## config.mk

```make
export PLATFORM = sky130hd
export DESIGN_NAME = pcm_ctrl
export DESIGN_NICKNAME = d
export VERILOG_FILES = /design/src/rtl/core/pcm_pkg.sv /design/src/rtl/core/pcm_ctrl.sv
export SDC_FILE = /design/constraint.sdc
export NUM_CORES = 1
export LEC_CHECK = 0
export BUFFER_PORTS_ARGS = -buffer_cell sky130_fd_sc_hd__buf_2
export CORE_MARGIN = 5
export CORE_UTILIZATION = 43
export CTS_CLUSTER_SIZE = 25
export DETAILED_ROUTE_END_ITERATION = 6
export GPL_ROUTABILITY_DRIVEN = 0
export PLACE_DENSITY = 0.73
export SYNTH_ARGS = -nofsm -noshare
export SYNTH_HDL_FRONTEND = slang
export SYNTH_SLANG_ARGS = --single-unit
```

## constraint.sdc

```tcl
create_clock -name clk -period 1.15 [get_ports clk]
set_input_delay 0 -clock clk [delete_from_list [all_inputs] [get_ports clk]]
set_output_delay 0 -clock clk [all_outputs]
set_load 0.03 [all_outputs]
```

## src/rtl/core/pcm_pkg.sv

```systemverilog
// ----------------------------------------------------------------------------
// pcm_pkg
// shared types and constants of the per-channel mean-of-means block
// ----------------------------------------------------------------------------
package pcm_pkg;
  localparam int CHANNELS   = 256;
  localparam int COUNT_BITS = 16;
  localparam int CH_BITS    = (CHANNELS > 1) ? $clog2(CHANNELS) : 1;

  localparam logic [1:0] KIND_FILL   = 2'd0;
  localparam logic [1:0] KIND_UPDATE = 2'd1;
  localparam logic [1:0] KIND_CLEAR  = 2'd2;
  localparam logic [1:0] KIND_READ   = 2'd3;

  localparam logic signed [31:0] MIN_ACCEPT_RESET = 32'sd7;

  // datapath operation codes
  localparam logic [2:0] OP_NONE   = 3'd0;
  localparam logic [2:0] OP_LOAD   = 3'd1; // latch item
  localparam logic [2:0] OP_RDMEM  = 3'd2; // issue memory read at index
  localparam logic [2:0] OP_PREP   = 3'd3; // form numerator and denominator
  localparam logic [2:0] OP_DIV    = 3'd4; // one division step
  localparam logic [2:0] OP_WRITE  = 3'd5; // write back result
  localparam logic [2:0] OP_CLRW   = 3'd6; // clear long-term entry at index
  localparam logic [2:0] OP_RESULT = 3'd7; // capture read result

  typedef struct packed {
    logic [2:0] op;
    logic       upd;      // operation belongs to an update sweep
    logic       idx_inc;  // advance sweep index
    logic       idx_clr;  // zero sweep index
    logic       init_clr; // reset clearing pass write
  } pcm_cmd_t;

  typedef struct packed {
    logic       div_done;
    logic       idx_last;
    logic       fill_ok;  // fill item in range and accepted
    logic       upd_has;  // current channel has samples
    logic [1:0] kind;
  } pcm_sts_t;
endpackage

```

## src/rtl/core/pcm_ctrl.sv

```systemverilog
// ----------------------------------------------------------------------------
// pcm_ctrl
// sequencer for fill, update sweep, clear sweep, read and reset clearing
// ----------------------------------------------------------------------------
module pcm_ctrl import pcm_pkg::*; (
  input  logic     clk,
  input  logic     rst_n,
  input  logic     in_valid,
  output logic     in_ready,
  output logic     out_valid,
  input  logic     out_ready,
  input  pcm_sts_t sts,
  output pcm_cmd_t cmd
);
  localparam logic [3:0] S_INIT  = 4'd0;
  localparam logic [3:0] S_IDLE  = 4'd1;
  localparam logic [3:0] S_DEC   = 4'd2;
  localparam logic [3:0] S_RD    = 4'd3;
  localparam logic [3:0] S_PREP  = 4'd4;
  localparam logic [3:0] S_DIVS  = 4'd5;
  localparam logic [3:0] S_DIVW  = 4'd6;
  localparam logic [3:0] S_WR    = 4'd7;
  localparam logic [3:0] S_CLR   = 4'd8;
  localparam logic [3:0] S_RES   = 4'd9;
  localparam logic [3:0] S_DONE  = 4'd10;

  logic [3:0] st_r, st_nxt;
  logic       ov_r, ov_nxt;
  logic       upd_r, upd_nxt;

  assign in_ready  = (st_r == S_IDLE) && !ov_r;
  assign out_valid = ov_r;

  always_comb begin
    st_nxt  = st_r;
    upd_nxt = upd_r;
    ov_nxt  = ov_r && !out_ready;
    cmd     = '{op: OP_NONE, upd: upd_r, idx_inc: 1'b0, idx_clr: 1'b0, init_clr: 1'b0};
    unique case (st_r)
      S_INIT: begin
        cmd.init_clr = 1'b1;
        cmd.idx_inc  = 1'b1;
        if (sts.idx_last) begin
          cmd.idx_clr = 1'b1;
          st_nxt      = S_IDLE;
        end
      end
      S_IDLE: begin
        if (in_valid && in_ready) begin
          cmd.op  = OP_LOAD;
          st_nxt  = S_DEC;
        end
      end
      S_DEC: begin
        cmd.idx_clr = 1'b1;
        upd_nxt     = 1'b0;
        case (sts.kind)
          KIND_FILL:   st_nxt = sts.fill_ok ? S_RD : S_IDLE;
          KIND_UPDATE: begin upd_nxt = 1'b1; st_nxt = S_RD; end
          KIND_CLEAR:  st_nxt = S_CLR;
          default:     st_nxt = S_RD;
        endcase
      end
      S_RD: begin
        cmd.op = OP_RDMEM;
        st_nxt = (sts.kind == KIND_READ) ? S_RES : S_PREP;
      end
      S_PREP: begin
        cmd.op = OP_PREP;
        st_nxt = S_DIVS;
      end
      S_DIVS: st_nxt = S_DIVW;
      S_DIVW: if (sts.div_done) st_nxt = S_WR;
      S_WR: begin
        cmd.op = OP_WRITE;
        if (upd_r && !sts.idx_last) begin
          cmd.idx_inc = 1'b1;
          st_nxt      = S_RD;
        end else begin
          st_nxt = S_IDLE;
        end
      end
      S_CLR: begin
        cmd.op      = OP_CLRW;
        cmd.idx_inc = 1'b1;
        if (sts.idx_last) st_nxt = S_IDLE;
      end
      S_RES: begin
        cmd.op = OP_RESULT;
        st_nxt = S_DONE;
      end
      S_DONE: begin
        ov_nxt = 1'b1;
        st_nxt = S_IDLE;
      end
      default: st_nxt = S_IDLE;
    endcase
  end

  always_ff @(posedge clk) begin
    if (!rst_n) begin
      st_r  <= S_INIT;
      ov_r  <= 1'b0;
      upd_r <= 1'b0;
    end else begin
      st_r  <= st_nxt;
      ov_r  <= ov_nxt;
      upd_r <= upd_nxt;
    end
  end
endmodule

```

Yosys cells after proc, flatten, opt, wreduce, memory -nomap -nowiden
Cells that the tools add are included.

operators by class
  equal/unequal tests = 16
  mux-type cells = 17
  reductions and logical operators = 11

operators by type and width
  kind                                                              count
  4-bit one-hot mux with 9 select lines                             1
  3-bit one-hot mux with 6 select lines                             1
  4-bit by 3-bit == test with 1-bit output (second input constant)  4
  4-bit 2-to-1 mux                                                  4
  4-bit == test (second input constant)                             3
  4-bit by 2-bit == test with 1-bit output (second input constant)  2
  4-bit one-hot mux with 2 select lines                             1
  1-bit 2-to-1 mux                                                  6
  2-bit == test (second input constant)                             2
  4-bit by 1-bit == test with 1-bit output (second input constant)  1
  1-bit logical AND                                                 4
  4-bit zero test                                                   1
  2-bit 2-to-1 mux                                                  2
  2-bit by 1-bit != test with 1-bit output (second input constant)  2
  1-bit one-hot mux with 2 select lines                             2
  1-bit zero test                                                   3
  3-bit AND reduction                                               1
  2-bit by 1-bit == test with 1-bit output (second input constant)  1
  2-bit zero test                                                   1
  2-bit != test (second input constant)                             1
  2-bit OR reduction                                                1

word-level totals
  register bits after elaboration = 6
  input bits = 10
  output and inout port bits = 9
  logic and storage cells = 47

Depth between registers and ports, before layout
  depth in word-level cells = 5
  mapped depth = 5

Worst setup path before layout
No wires, ideal clock.

  path type = register to output
  start point = register st_r[2]
  end point = output cmd[0] (netlist bit)
  arrival = 1508 ps
  required time = 1150 ps
  path slack = -358 ps
  cell stages (with the launch flop) = 3
  path buffers = 1
  path through = dfxtp_1 -> clkbuf_8 -> nor4_1

RTL lines
  item                    RTL line         text
  start, declared         pcm_ctrl.sv:27   logic [3:0] st_r, st_nxt;
  start signal, assigned  pcm_ctrl.sv:106  st_r <= st_nxt;
  end, declared           pcm_ctrl.sv:13   output pcm_cmd_t cmd

==> impl_metrics.yaml <==
floorplan:
  die_h_um: 46.5
  rows: 13
  coreArea_sq_mm: 0.00128
  die-area_sq_mm: 0.00217
  ios: 19
  initial_utilization: 0.447
  fp.dieW_um: 46.5
worst_setup_path:
  crit_path_start_kind: "register"
  rrSetupSlack_ns: -0.17
  worst-r2r-cell-count: 5
  worstPathArrival_ns: 1.32
  path_cells: "buf_6 -> nor2_4 -> nand2_2 -> buf_6 -> o32ai_2 -> buf_4"
  worstPathRequired_ns: 1.15
  crit_slowest_cell: "dfxtp_4"
  crit_fanout: 6
  timing.critical_path.mode_cell: "buf_6"
  path_delay_family: "buffers and inverters"
  path_class: "register to primary output"
  path_buf_inv: 3
  endpoint_kind: "primary output"
  r2r-end: "st_r[1]"
  cp_slowest_stage_delay_ns: 0.37
  crit-reg2reg-launch: "st_r[0]"
yosys:
  synth_edf_count: 0
  synthFlopType: "dfxtp_1"
  synthTopCellsByCount: "a21oi_1 (6), dfxtp_1 (6), nor2_1 (5), o21ai_0 (5), nand2_1 (4)"
  yosysTopAreaCell: "dfxtp_1"
  yosys-top-cells-area: "dfxtp_1 (21%), a21oi_1 (5.2%), o21ai_0 (4.4%)"
  synth.avg_cell_area_sq_um: 8.20
  ys_seq_area_frac: 0.209
  yosysWarnings: 0
  synth_cell_types: 41
  syn-num-nets: 80
  ys_seq_elements: 6
  netlist_area_sq_um: 574
  netlist.area_leader.share: 0.209
  synthArstFlopShare: 0
  synth_cells: 70
timing:
  setup_viol_count_final: 10
  finClkSkew_ns: 0.00296
  rsz0062_at_grt: "yes"
  hold_violations: 0
  worst_pin_slew_ns: 0.246
  max_freq_mhz: 759
  setup_ws_ns: -0.168
  timing.final.crit_share: 1.15
  maxSlewHeadroom: 0.835
  slew_violations: 0
  min_period_ns: 1.32
global_routing:
  grt_use_met2: 0.363
  grt_max_degree: 9
  grt_use_met1: 0.294
  grt_use_met3: 0.0156
  grt_pass1_vias: 735
  top_usage_layer: "met2"
  grt_first_pass_wirelength_um: 3420
  antenna_found_initial: 0
  grt.total_usage: 0.224
  grt_overflow: 0
cts:
  cts_root_buffer: "clkbuf_4"
  cts.sinks: 6
  cts_hold_buf: 0
  cts_buffers: 3
  worstSkewPairLatency_ns: 0.24
  cts_tree: "done"
  clockBufferDepth: 2
  clk_pin_slew_ns: 0.04
  cts-htree-levels: 1
power_and_ir_drop:
  p_per_area_mw_per_mm2: 1860
  ir_worst_vdd_mv: 1.07
  leakage_nw: 0.498
  total_power_w: 0.00202
placement:
  io_buffers: 17
  place_ws_ns: -0.141
  post_dp_cell_area_sq_um: 781
  hpwl_um: 1290
status:
  violations: "setup timing"
  status: "finished with violations"
hold_path:
  hold_path_class: "primary input to register"
  min_delay_worst_endpoint: "st_r[1]"
  min_from: "rst_n"
  hold_depth: 2
finish:
  final_nets: 125
  area_delta_synth_final_pct: 89.1
  fill_cells: 62
  fin_util: 0.845
  drive_above_1_share: 0.735
  diodes: 0
  fin_area_sq_mm: 0.00109
drt:
  drcViolationCount: 0
  antenna_violating_nets_post_route: 0
  vias: 758
  viasPerCell: 5.92
  drt_iter0_drc: 21
  routed_wl_um: 2320
  wl_per_cell_um: 18.1
  drt_pass1_iterations: 4
run:
  drv_cap: 0
-- layout by cell type (no fill, tap or decap), drive strengths merged, types with 2 or more instances in the layout --
master,n
buf,45
nor2,7
a21oi,6
dfxtp,6
o21ai,6
nand2,5
nor2b,4
inv,3
clkbuf,3
nor3b,2
a32oi,2
and3,2
nand2b,2
and2b,2
nor3,2
-- per-layer routing --
metal  wire (um)  up-vias
li1            -      347
met1         984      372
met2        1090       29
met3         135       10
met4         104        0
met5           0        -
-- power by group --
group	switching (W)	internal (W)	total [W]
sequential	0.0000803	0.000260	0.000341
combinational	0.000732	0.000766	0.00150
clock	0.0000685	0.000118	0.000186
-- cell type report --
class,count,area (sq um),area share
Sequential cell,6,136,0.126
Multi-Input combinational cell,56,508,0.468
Tap cell,15,18.8,0.0173
Timing Repair Buffer,45,389,0.358
Clock buffer,3,22.5,0.0207
Inverter,3,11.3,0.0104
-- timing repair --
item                       in CTS  in global routing
pin swaps                       8                  8
gates resized for setup        36                 21
buffers inserted                8                  3
setup endpoints to repair      13                 12
-- stage by stage --
step           TNS [ns]  std cells  hold slack [ns]
2_1_floorplan   -0.0219         70            0.116
3_3_place_gp     -0.404        114            0.285
3_5_place_dp     -0.722        114            0.282
4_1_cts           -1.01        125           0.0212
5_1_grt           -1.69        128           0.0520
6_report          -1.20        128           0.0472
-- logic make-up (layout without fill, tap and decap cells) --
family                 count (synthesis)  after routing  share of synthesized area
AOI/OAI and AO/OA                     25             25                      0.320
buffers and inverters                  8             51                      0.109
and+or+nand+nor                       31             31                      0.362
DFF                                    6              6                      0.209
-- registers in the layout, summed over array words and instances, names as in the netlist --
name       flops
out_valid      1
upd_r          1
st_r           4
-- how the worst max path moves through the flow --
stage | startpoint | endpoint | slack (ns) | depth (start not counted)
floorplan | st_r[2] | cmd[0] | -0.02 | 2
global placement | st_r[1] | st_r[1] | -0.09 | 5
detailed placement | st_r[1] | st_r[2] | -0.14 | 5
CTS | st_r[1] | cmd[4] | -0.18 | 6
global route | st_r[1] | cmd[4] | -0.21 | 6
finish | st_r[2] | cmd[4] | -0.17 | 6
Note: power is estimated with default switching activity, not from simulation.
